**src/rtl/core/pvs_pkg.sv**
```systemverilog
// Shared constants, types and command/status structs of the polygon vertex simplifier.
package pvs_pkg;

  localparam int MAX_VERTICES = 64;
  localparam int COORD_WIDTH  = 20;
  localparam int THR_WIDTH    = 19;
  localparam int IDX_W        = $clog2(MAX_VERTICES);
  localparam int CNT_W        = $clog2(MAX_VERTICES + 1);
  localparam int DIFF_W       = COORD_WIDTH + 1;
  localparam int MAG_W        = (DIFF_W > THR_WIDTH) ? DIFF_W : THR_WIDTH;
  localparam int MUL_W        = 2 * MAG_W + 1;
  localparam int PROD_W       = 2 * MUL_W;
  localparam int ACC_W        = 2 * MAG_W + 2;
  localparam int MCNT_W       = $clog2(MUL_W + 1);
  localparam int CFG_IDX_W    = 1;

  localparam logic [CFG_IDX_W-1:0] CFG_POINT = CFG_IDX_W'(0);
  localparam logic [CFG_IDX_W-1:0] CFG_LINE  = CFG_IDX_W'(1);
  localparam logic [THR_WIDTH-1:0] THR_RESET = THR_WIDTH'(16);

  // Multiplier operand sources.
  typedef enum logic [3:0] {
    SRC_APX, SRC_APY, SRC_ABX, SRC_ABY, SRC_DX, SRC_DY,
    SRC_LINE, SRC_CROSS, SRC_L2, SRC_AB2
  } src_t;

  // Where a finished product goes.
  typedef enum logic [2:0] {
    DST_ACC_LOAD, DST_ACC_ADD, DST_ACC_SUB, DST_SQ,
    DST_SUM_LOAD, DST_SUM_ADD, DST_AUX
  } dst_t;

  // Source of the successor vertex register.
  typedef enum logic [1:0] {NX_HOLD, NX_MEM, NX_FIRST, NX_CUR} nxsel_t;

  typedef enum logic [3:0] {
    S_LOAD, S_INIT0, S_INIT1, S_INIT2, S_FETCH, S_FLAT, S_TEST,
    S_MISSUE, S_MWAIT, S_NEXT, S_APPLY, S_ESCAN, S_ELAT, S_EOUT
  } state_t;

  // Multiply steps of the segment distance test.
  typedef enum logic [3:0] {
    ST_D1A, ST_D1B, ST_EAP1, ST_EAP2, ST_LL, ST_D2A, ST_D2B, ST_ED1,
    ST_ED2, ST_C1, ST_C2, ST_CSQ, ST_AB1, ST_AB2, ST_CL, ST_CR
  } step_t;

  typedef struct packed {
    logic             wr_en;
    logic [IDX_W-1:0] wr_addr;
    logic             rd_en;
    logic [IDX_W-1:0] rd_addr;
    logic             ld_prev_rd;
    logic             ld_cur_rd;
    nxsel_t           nx_sel;
    logic             adv;
    logic             keep;
    logic             set_first;
    logic             mul_start;
    src_t             src_a;
    src_t             src_b;
    dst_t             dst;
    logic             out_ld;
    logic             out_empty;
    logic             out_last;
    logic             out_ovf;
  } cmd_t;

  typedef struct packed {
    logic point_close;
    logic acc_neg;
    logic acc_pos;
    logic ab_zero;
    logic sum_lt_aux;
    logic sq_lt_aux;
    logic mul_done;
  } status_t;

endpackage

```
**src/rtl/core/pvs_mul.sv**
```systemverilog
// Bit-serial unsigned shift-add multiplier, one multiplier bit per cycle.
module pvs_mul (
  input  logic                       clk,
  input  logic                       rst_n,
  input  logic                       start,
  input  logic [pvs_pkg::MUL_W-1:0]  a,
  input  logic [pvs_pkg::MUL_W-1:0]  b,
  output logic                       done,
  output logic [pvs_pkg::PROD_W-1:0] prod
);
  import pvs_pkg::*;

  logic [MUL_W-1:0]  a_r;
  logic [PROD_W-1:0] p_r;
  logic [PROD_W-1:0] p_nxt;
  logic [MCNT_W-1:0] cnt_r;
  logic              done_r;
  logic [MUL_W:0]    sum;

  // Add the multiplicand into the upper half when the low bit is set, then shift right.
  always_comb begin
    sum   = {1'b0, p_r[PROD_W-1:MUL_W]} + {1'b0, (p_r[0] ? a_r : MUL_W'(0))};
    p_nxt = {sum, p_r[MUL_W-1:1]};
  end

  always_ff @(posedge clk) begin
    if (!rst_n) begin
      cnt_r  <= '0;
      done_r <= 1'b0;
    end else begin
      done_r <= 1'b0;
      if (start) begin
        a_r   <= a;
        p_r   <= {MUL_W'(0), b};
        cnt_r <= MCNT_W'(MUL_W);
      end else if (cnt_r != '0) begin
        p_r   <= p_nxt;
        cnt_r <= cnt_r - MCNT_W'(1);
        if (cnt_r == MCNT_W'(1)) done_r <= 1'b1;
      end
    end
  end

  assign done = done_r;
  assign prod = p_r;
endmodule

```
**src/rtl/core/pvs_datapath.sv**
```systemverilog
// Vertex store, neighbour registers, exact squared distance arithmetic and output register.
module pvs_datapath (
  input  logic                              clk,
  input  logic                              rst_n,
  input  logic                              cfg_we,
  input  logic [pvs_pkg::CFG_IDX_W-1:0]     cfg_index,
  input  logic [pvs_pkg::THR_WIDTH-1:0]     cfg_wdata,
  input  logic signed [pvs_pkg::COORD_WIDTH-1:0] in_x,
  input  logic signed [pvs_pkg::COORD_WIDTH-1:0] in_y,
  input  pvs_pkg::cmd_t                     cmd,
  output pvs_pkg::status_t                  status,
  output logic signed [pvs_pkg::COORD_WIDTH-1:0] out_x,
  output logic signed [pvs_pkg::COORD_WIDTH-1:0] out_y,
  output logic                              out_last,
  output logic                              out_empty,
  output logic                              out_ovf
);
  import pvs_pkg::*;

  logic signed [COORD_WIDTH-1:0] mem_x [MAX_VERTICES];
  logic signed [COORD_WIDTH-1:0] mem_y [MAX_VERTICES];
  logic signed [COORD_WIDTH-1:0] rd_x_r, rd_y_r;
  logic signed [COORD_WIDTH-1:0] prev_x_r, prev_y_r, cur_x_r, cur_y_r;
  logic signed [COORD_WIDTH-1:0] nx_x_r, nx_y_r, first_x_r, first_y_r;
  logic signed [COORD_WIDTH-1:0] out_x_r, out_y_r;
  logic                          out_last_r, out_empty_r, out_ovf_r;
  logic [THR_WIDTH-1:0]          pt_r, ln_r;
  logic signed [ACC_W-1:0]       acc_r;
  logic [PROD_W-1:0]             sq_r, sum_r, aux_r;
  logic                          sgn_r;
  dst_t                          dst_r;

  logic signed [DIFF_W-1:0] dx, dy, apx, apy, abx, aby;
  logic [MUL_W-1:0]         m_dx, m_dy, m_apx, m_apy, m_abx, m_aby, m_cross;
  logic [MUL_W-1:0]         mag_a, mag_b;
  logic                     neg_a, neg_b;
  logic                     mul_done;
  logic [PROD_W-1:0]        prod;
  logic signed [ACC_W-1:0]  sprod;

  function automatic logic [MUL_W-1:0] mag_of(input logic signed [DIFF_W-1:0] v);
    logic [DIFF_W-1:0] m;
    m = v[DIFF_W-1] ? DIFF_W'(-v) : v;
    return MUL_W'(m);
  endfunction

  // Coordinate differences around the current vertex.
  always_comb begin
    dx  = DIFF_W'(cur_x_r) - DIFF_W'(nx_x_r);
    dy  = DIFF_W'(cur_y_r) - DIFF_W'(nx_y_r);
    apx = DIFF_W'(cur_x_r) - DIFF_W'(prev_x_r);
    apy = DIFF_W'(cur_y_r) - DIFF_W'(prev_y_r);
    abx = DIFF_W'(nx_x_r)  - DIFF_W'(prev_x_r);
    aby = DIFF_W'(nx_y_r)  - DIFF_W'(prev_y_r);
    m_dx  = mag_of(dx);
    m_dy  = mag_of(dy);
    m_apx = mag_of(apx);
    m_apy = mag_of(apy);
    m_abx = mag_of(abx);
    m_aby = mag_of(aby);
    m_cross = acc_r[ACC_W-1] ? MUL_W'(ACC_W'(-acc_r)) : MUL_W'(acc_r);
  end

  // Operand selection for the shared multiplier.
  always_comb begin
    case (cmd.src_a)
      SRC_APX:   begin mag_a = m_apx; neg_a = apx[DIFF_W-1]; end
      SRC_APY:   begin mag_a = m_apy; neg_a = apy[DIFF_W-1]; end
      SRC_ABX:   begin mag_a = m_abx; neg_a = abx[DIFF_W-1]; end
      SRC_ABY:   begin mag_a = m_aby; neg_a = aby[DIFF_W-1]; end
      SRC_DX:    begin mag_a = m_dx;  neg_a = dx[DIFF_W-1];  end
      SRC_DY:    begin mag_a = m_dy;  neg_a = dy[DIFF_W-1];  end
      SRC_LINE:  begin mag_a = MUL_W'(ln_r); neg_a = 1'b0; end
      SRC_CROSS: begin mag_a = m_cross; neg_a = 1'b0; end
      SRC_L2:    begin mag_a = aux_r[MUL_W-1:0]; neg_a = 1'b0; end
      SRC_AB2:   begin mag_a = sum_r[MUL_W-1:0]; neg_a = 1'b0; end
      default:   begin mag_a = '0; neg_a = 1'b0; end
    endcase
    case (cmd.src_b)
      SRC_APX:   begin mag_b = m_apx; neg_b = apx[DIFF_W-1]; end
      SRC_APY:   begin mag_b = m_apy; neg_b = apy[DIFF_W-1]; end
      SRC_ABX:   begin mag_b = m_abx; neg_b = abx[DIFF_W-1]; end
      SRC_ABY:   begin mag_b = m_aby; neg_b = aby[DIFF_W-1]; end
      SRC_DX:    begin mag_b = m_dx;  neg_b = dx[DIFF_W-1];  end
      SRC_DY:    begin mag_b = m_dy;  neg_b = dy[DIFF_W-1];  end
      SRC_LINE:  begin mag_b = MUL_W'(ln_r); neg_b = 1'b0; end
      SRC_CROSS: begin mag_b = m_cross; neg_b = 1'b0; end
      SRC_L2:    begin mag_b = aux_r[MUL_W-1:0]; neg_b = 1'b0; end
      SRC_AB2:   begin mag_b = sum_r[MUL_W-1:0]; neg_b = 1'b0; end
      default:   begin mag_b = '0; neg_b = 1'b0; end
    endcase
  end

  pvs_mul u_mul (
    .clk   (clk),
    .rst_n (rst_n),
    .start (cmd.mul_start),
    .a     (mag_a),
    .b     (mag_b),
    .done  (mul_done),
    .prod  (prod)
  );

  // Signed product; a zero magnitude stays positive.
  assign sprod = sgn_r ? -$signed(prod[ACC_W-1:0]) : $signed(prod[ACC_W-1:0]);

  // Configuration registers.
  always_ff @(posedge clk) begin
    if (!rst_n) begin
      pt_r <= THR_RESET;
      ln_r <= THR_RESET;
    end else if (cfg_we) begin
      if (cfg_index == CFG_POINT) pt_r <= cfg_wdata;
      if (cfg_index == CFG_LINE)  ln_r <= cfg_wdata;
    end
  end

  // Vertex store with one write and one registered read port.
  always_ff @(posedge clk) begin
    if (cmd.wr_en) begin
      mem_x[cmd.wr_addr] <= in_x;
      mem_y[cmd.wr_addr] <= in_y;
    end
    if (cmd.rd_en) begin
      rd_x_r <= mem_x[cmd.rd_addr];
      rd_y_r <= mem_y[cmd.rd_addr];
    end
  end

  // Neighbour registers: predecessor, current, successor and first kept vertex.
  always_ff @(posedge clk) begin
    if (cmd.ld_prev_rd) begin
      prev_x_r <= rd_x_r;
      prev_y_r <= rd_y_r;
    end
    if (cmd.ld_cur_rd) begin
      cur_x_r <= rd_x_r;
      cur_y_r <= rd_y_r;
    end
    if (cmd.adv) begin
      cur_x_r <= nx_x_r;
      cur_y_r <= nx_y_r;
      if (cmd.keep) begin
        prev_x_r <= cur_x_r;
        prev_y_r <= cur_y_r;
      end
      if (cmd.set_first) begin
        first_x_r <= cur_x_r;
        first_y_r <= cur_y_r;
      end
    end
    case (cmd.nx_sel)
      NX_MEM:   begin nx_x_r <= rd_x_r;    nx_y_r <= rd_y_r;    end
      NX_FIRST: begin nx_x_r <= first_x_r; nx_y_r <= first_y_r; end
      NX_CUR:   begin nx_x_r <= cur_x_r;   nx_y_r <= cur_y_r;   end
      default:  ;
    endcase
  end

  // Product accumulation registers.
  always_ff @(posedge clk) begin
    if (cmd.mul_start) begin
      sgn_r <= neg_a ^ neg_b;
      dst_r <= cmd.dst;
    end
    if (mul_done) begin
      case (dst_r)
        DST_ACC_LOAD: acc_r <= sprod;
        DST_ACC_ADD:  acc_r <= acc_r + sprod;
        DST_ACC_SUB:  acc_r <= acc_r - sprod;
        DST_SQ:       sq_r  <= prod;
        DST_SUM_LOAD: sum_r <= prod;
        DST_SUM_ADD:  sum_r <= sum_r + prod;
        DST_AUX:      aux_r <= prod;
        default:      ;
      endcase
    end
  end

  // Output register, held while the result channel stalls.
  always_ff @(posedge clk) begin
    if (cmd.out_ld) begin
      out_x_r     <= cmd.out_empty ? COORD_WIDTH'(0) : rd_x_r;
      out_y_r     <= cmd.out_empty ? COORD_WIDTH'(0) : rd_y_r;
      out_last_r  <= cmd.out_last;
      out_empty_r <= cmd.out_empty;
      out_ovf_r   <= cmd.out_ovf;
    end
  end

  always_comb begin
    status.point_close = (m_dx < MUL_W'(pt_r)) && (m_dy < MUL_W'(pt_r));
    status.acc_neg     = acc_r[ACC_W-1];
    status.acc_pos     = !acc_r[ACC_W-1] && (acc_r != '0);
    status.ab_zero     = (abx == '0) && (aby == '0);
    status.sum_lt_aux  = sum_r < aux_r;
    status.sq_lt_aux   = sq_r < aux_r;
    status.mul_done    = mul_done;
  end

  assign out_x     = out_x_r;
  assign out_y     = out_y_r;
  assign out_last  = out_last_r;
  assign out_empty = out_empty_r;
  assign out_ovf   = out_ovf_r;
endmodule

```
**config.mk**
```make
export PLATFORM = sky130hd
export DESIGN_NAME = pvs_datapath
export DESIGN_NICKNAME = d
export VERILOG_FILES = /design/src/rtl/core/pvs_pkg.sv /design/src/rtl/core/pvs_mul.sv /design/src/rtl/core/pvs_datapath.sv
export SDC_FILE = /design/constraint.sdc
export NUM_CORES = 2
export LEC_CHECK = 0
export BUFFER_PORTS_ARGS = -buffer_cell sky130_fd_sc_hd__buf_4
export CORE_ASPECT_RATIO = 0.9
export CORE_MARGIN = 2
export CORE_UTILIZATION = 65
export DETAILED_ROUTE_END_ITERATION = 10
export PLACE_DENSITY_LB_ADDON = 0.12
export SYNTH_ARGS = -nofsm -noshare
export SYNTH_HDL_FRONTEND = slang
export SYNTH_SLANG_ARGS = --single-unit
```
**constraint.sdc**
```tcl
create_clock -name clk -period 18 [get_ports clk]
set_clock_uncertainty 0.1 [all_clocks]
set_input_delay 0.9 -clock clk [delete_from_list [all_inputs] [get_ports clk]]
set_output_delay 0.9 -clock clk [all_outputs]
set_load 0.02 [all_outputs]
```
==> Yosys cells after proc, flatten, opt, wreduce, memory -nomap -nowiden <==
Memories as Yosys holds them, arrays and structs flattened. A register that Yosys moved wholly into a read port is not among the register bits.
Cells that the tools add are included.
{ "op_classes": {"bitwise_logic": 4, "addsub": 19, "n_eq_ne": 28, "muxes": 34, "n_lt_le_gt_ge": 4, "reduce_logical": 27} }
{ "op_table": {"columns": ["op", "n"], "rows": [
  ["43-bit one-hot mux with 10 select lines", 2],
  ["20-bit 2-to-1 mux", 10],
  ["86-bit less-than comparator", 2],
  ["86-bit one-hot mux with 2 select lines", 1],
  ["44-bit one-hot mux with 3 select lines", 1],
  ["43-bit 2-to-1 mux", 3],
  ["21-bit 2-to-1 mux", 6],
  ["21-bit negation", 6],
  ["20-bit by 20-bit subtractor with 21-bit output", 6],
  ["20-bit one-hot mux with 3 select lines", 2],
  ["86-bit adder", 1],
  ["86-bit 2-to-1 mux", 1],
  ["43-bit by 43-bit adder with 44-bit output", 1],
  ["44-bit adder", 1],
  ["44-bit 2-to-1 mux", 1],
  ["44-bit negation", 1],
  ["44-bit nonzero test", 1],
  ["44-bit subtractor", 1],
  ["43-bit negation", 1],
  ["21-bit zero test", 2],
  ["21-bit by 19-bit less-than comparator with 1-bit output", 2],
  ["4-bit by 3-bit equality test with 1-bit output (second input constant)", 8],
  ["2-bit AND reduction", 9],
  ["4-bit by 2-bit equality test with 1-bit output (second input constant)", 4],
  ["23 further kinds", 43]
]} }
{ "totals": {"mem_count": 2, "input_bits": 100, "out_inout_bits": 50, "ff_bits": 683, "word_cells": 145, "mem_bits_rw": 2560} }
{ "memory_table": {"columns": ["memory", "words", "width", "read_ports", "rd_ports_with_merged_regs", "wr", "line_no", "rtl"], "rows": [
  ["mem_x", 64, 20, 1, 1, 1, "pvs_datapath.sv:20", "logic signed [COORD_WIDTH-1:0] mem_x [MAX_VERTICES];"],
  ["mem_y", 64, 20, 1, 1, 1, "pvs_datapath.sv:21", "logic signed [COORD_WIDTH-1:0] mem_y [MAX_VERTICES];"]
]} }

==> Depth between registers and ports, before layout <==
{ "logic_depth": {"ltp_word": 5, "mapped_depth": 28, "depth_no_buf": 27} }

==> By module <==
A second synthesis with hierarchy kept.
{ "unflattened": {"hier_cells": 9732, "area_unflattened_um2": 153161.9} }
{ "modules_own_cells": {"columns": ["mod", "cells_per_inst", "seq_area_each_um2", "area_per_inst_um2", "n_inst"], "rows": [
  ["pvs_datapath", 9047, 93719.9, 145279.3, 1],
  ["pvs_mul", 685, 4013.8, 7882.6, 1]
]} }

==> Least setup slack after synthesis <==
Ideal clock, no wire load.
{ "synth_timing": {"kind": "register to output", "from": "reg cur_y_r[0]", "to": "out status[6] in the netlist's numbering", "t_arrival_ns": 5.740, "path_stages_with_launch": 29, "slack_ns": 11.260, "cell_sequence": "edfxtp_1 > inv_1 > ha_1 > inv_1 > fa_1 > a21o_1 > a221oi_1 > a211oi_1 > a311oi_2 > o21ai_1 > o31a_1 > a31oi_1 > clkbuf_1 > nor2_1 > a21oi_1 > inv_1 > ha_1 > a21boi_0 > o21a_1 > o21a_1 > o21a_1 > o21a_1 > o21ai_0 > nand2b_1 > a21oi_1 > o2111ai_1 > a311oi_1 > nand4b_1 > nor2_1"} }
{ "synth_lines": {"columns": ["item", "line_no", "rtl"], "rows": [
  ["from (decl)", "pvs_datapath.sv:23", "logic signed [COORD_WIDTH-1:0] prev_x_r, prev_y_r, cur_x_r, cur_y_r;"],
  ["from (signal assigned)", "pvs_datapath.sv:138", "cur_y_r <= rd_y_r;"],
  ["from (signal assigned)", "pvs_datapath.sv:142", "cur_y_r <= nx_y_r;"],
  ["to (decl)", "pvs_datapath.sv:11", "output pvs_pkg::status_t status,"]
]} }

==> metrics <==
largest net degree at the start of global routing=110; Final Util=between 70% and 80%; VDD IR-drop max=0.000110 V; status=complete, no violations; reg2reg path depth=23; global route total overflow=0; Pleak=between 50 and 60 nW; Worst setup EP type=primary output; register area share after synthesis=approximately 64%; buffer count from post-CTS setup fixing=0; Storage cell area=just under 100,000 µm²; Yosys cell types=100; Final Hold Fails=0; area of the multi-input gates=about 53,000 µm²; Post-Syn Instances=between 9,000 and 10,000; Max Fclk=between 100 and 150 MHz; WL/cell=about 38 µm; number of hold buffers added after cts=0; clock latency on the worst-skew pair=960 ps; DR DRC count=0; Switching Share=between 30 and 40%; # IOs=150; chip width=about 520 µm; CTS resizes=0; Pwr Density=116 nW/µm²; site row count=about 170; Buffers on Ports=around 150; Setup crit start kind=register; share of cells above drive strength 1=between 10% and 20%; Synth Register Bits=around 3,300; # H-tree levels=5; Synthesized Nets=around 10,000; max-cap violations=0; Synth area leader=edfxtp_1; clk buf depth=4; gr usage total=a little over two fifths; Worst Hold Class=in2reg; clock power share=between 30% and 40%; RSZ-0062 raised after global routing=no; antenna violations before repair=32; die extent in y=between 400 and 500 µm; Vias=roughly 100,000; slowest cell on the critical path=a221oi_1; setup TNS=0 ps; Tot Pwr=a little under 0.02 W; WHS Path Cells=1; flop2flop setup slack=10,730 ps; Syn Std Cell Area=roughly 150,000 µm²; CP Buf/Inv Count=5; CP peak stage delay=720 ps; Yosys top cell area share=~63%; DR top layer=met5; Synth Flop Type=edfxtp_1; core area=around 240,000 µm²; GPL Wtd Cong=between 1 and 1.5; post-route antenna net violation count=0; DIE AREA=240,000 µm²; nets@finish=10,635; average size of a mapped cell=about 16 µm²; Filler cells=13,499; met1 wire length=roughly 170,000 µm; combinational share of power=19.2%; Req. time, crit path=17,000 ps; Sw Pwr=between 0.005 and 0.006 W; YS warnings=0; Final HPWL DP=279,000 µm; wire length on met3=roughly 63,000 µm; vias in the first global route=97,569; met2 wire length=approximately 230,000 µm; Critical Path Stages=29; Slew Viols, Final=0; final worst-path cycle share=around half; most frequent cell after synthesis=edfxtp_1; critical path data arrival time=just under 8000 ps; minimum clock period=~8800 ps; CTS root buf=clkbuf_16; final setup violation count=0; first-pass GRT wire length=just over 700,000 µm; kind of critical path=reg2out; 1st-iter DRT viols=16,463; most used cell, CP=o21a_1; Worst slew margin=under 10%; final wirelength=between 500,000 and 600,000 µm; CTS tree=built; CTS sink count=about 3,300; Seq pwr share=roughly 45%; clk slew on worst S/H paths=approximately 70 ps; largest cells by area after synthesis=edfxtp_1, mux4_2, ha_1; area grow syn2layout=10.2%; post-DR vias/cell=7.40; CTS buffer count=approximately 330; Starting Density=between 60% and 70%; Worst-Margin Slew=between 1000 and 1500 ps; Post-Place Cells=around 13,000; Async S/R FF share, synth=0%; Int Pwr=roughly 0.014 W; final non-filler cell total=between 10,000 and 15,000; Commonest cells post-synth=edfxtp_1, mux4_2, nand2_1, ha_1, nor2_1; CP Max Fanout=16; 1st-pass router iterations=11; Post-synth EDFFs=between 3,000 and 4,000; Min Hold Slack=between 100 and 150 ps; CP delay by family, top=compound AO/OA/AOI/OAI gates
## power groups by stage
stage | combinational, W | sequential [W] | clock [W]
final | 0.00375 | 0.00877 | 0.00705
after global routing | 0.00398 | 0.00877 | 0.00729
after CTS | 0.00365 | 0.00876 | 0.00705
after detailed placement | 0.00357 | 0.00892 | 0
after global placement | 0.00352 | 0.00890 | 0
after floorplan | 0.00235 | 0.00883 | 0
## metrics by stage
step	instance area (µm²)	worst slack (ps)
floorplan	153000	11260
global placement	159000	10220
detailed placement	159000	10240
CTS	169000	9300
global route	169000	8860
finish	169000	9190
## worst paths after layout
check / to / from
worst max-delay path: status[6] / cur_y_r[0]
worst min-delay path: dst_r[1] / cmd[5]
worst max register to register: acc_r[40] / u_mul.prod[1]
worst min register to register: pt_r[6] / pt_r[6]
## worst register-to-register path, delay by kind of cell (launching register included)
| family | cells | cell delay [ps] |
|---|---|---|
| AOI/OAI and AO/OA | 8 | 2060 |
| xor gates and xnor gates | 3 | 580 |
| adders and majority gates | 2 | 690 |
| buffers and inverters | 2 | 380 |
| DFF | 1 | 620 |
| and+or+nand+nor | 8 | 2570 |
## final cells by class
| cell class | count | area share, % |
|---|---|---|
| antenna | 10 | 0.0148 |
| timing repair buffer | 299 | 1.37 |
| sequential | 3283 | 57.8 |
| clock buffer | 392 | 5.04 |
| tap | 3163 | 2.34 |
| clock inverter | 200 | 1.16 |
| inverter | 351 | 0.779 |
| multi-input combinational | 5755 | 31.5 |
## per-layer routing
metal,track usage [%],vias to the layer above
li1,-,39605
met1,56.0,49754
met2,65.6,8440
met3,9.97,1713
met4,22.9,24
met5,0,-
## layout by cell type (no fill, tap or decap), types with 74 or more instances in the layout
| cell type | Yosys | layout |
|---|---|---|
| a21o_1 | 196 | 196 |
| a21oi_1 | 478 | 475 |
| buf_4 | 4 | 292 |
| clkbuf_16 | 0 | 330 |
| clkinv_1 | 0 | 74 |
| dfxtp_1 | 85 | 85 |
| edfxtp_1 | 3198 | 3198 |
| ha_1 | 509 | 509 |
| inv_1 | 351 | 351 |
| mux2i_1 | 102 | 102 |
| mux4_2 | 831 | 831 |
| nand2_1 | 530 | 529 |
| nand2b_1 | 84 | 84 |
| nand3_1 | 100 | 100 |
| nand4_1 | 91 | 91 |
| nor2_1 | 489 | 417 |
| nor2b_1 | 119 | 119 |
| nor3_1 | 90 | 87 |
| o21ai_0 | 468 | 464 |
| xnor2_1 | 256 | 256 |
| xor2_1 | 204 | 204 |
## cell families (layout without fill, tap and decap cells)
logic type | count (synthesis) | after routing | synth area share, %
DFF | 3283 | 3283 | 63.7
other | 0 | 10 | 0
buffers and inverters | 794 | 1242 | 1.96
and+or+nand+nor | 1843 | 1843 | 5.91
AOI/OAI and AO/OA | 1946 | 1946 | 8.25
muxes | 984 | 984 | 13.2
xor gates and xnor gates | 464 | 464 | 2.67
adders and majority gates | 518 | 518 | 4.27
## sequential cells by signal, indices dropped and copies added (netlist names), 43 cells and up
signal / count
u_mul.prod: 86
acc_r: 44
sq_r: 86
aux_r: 86
mem_y: 1280
sum_r: 86
mem_x: 1280
u_mul.a_r: 43
No activity file was read; power rests on OpenSTA's default activity.
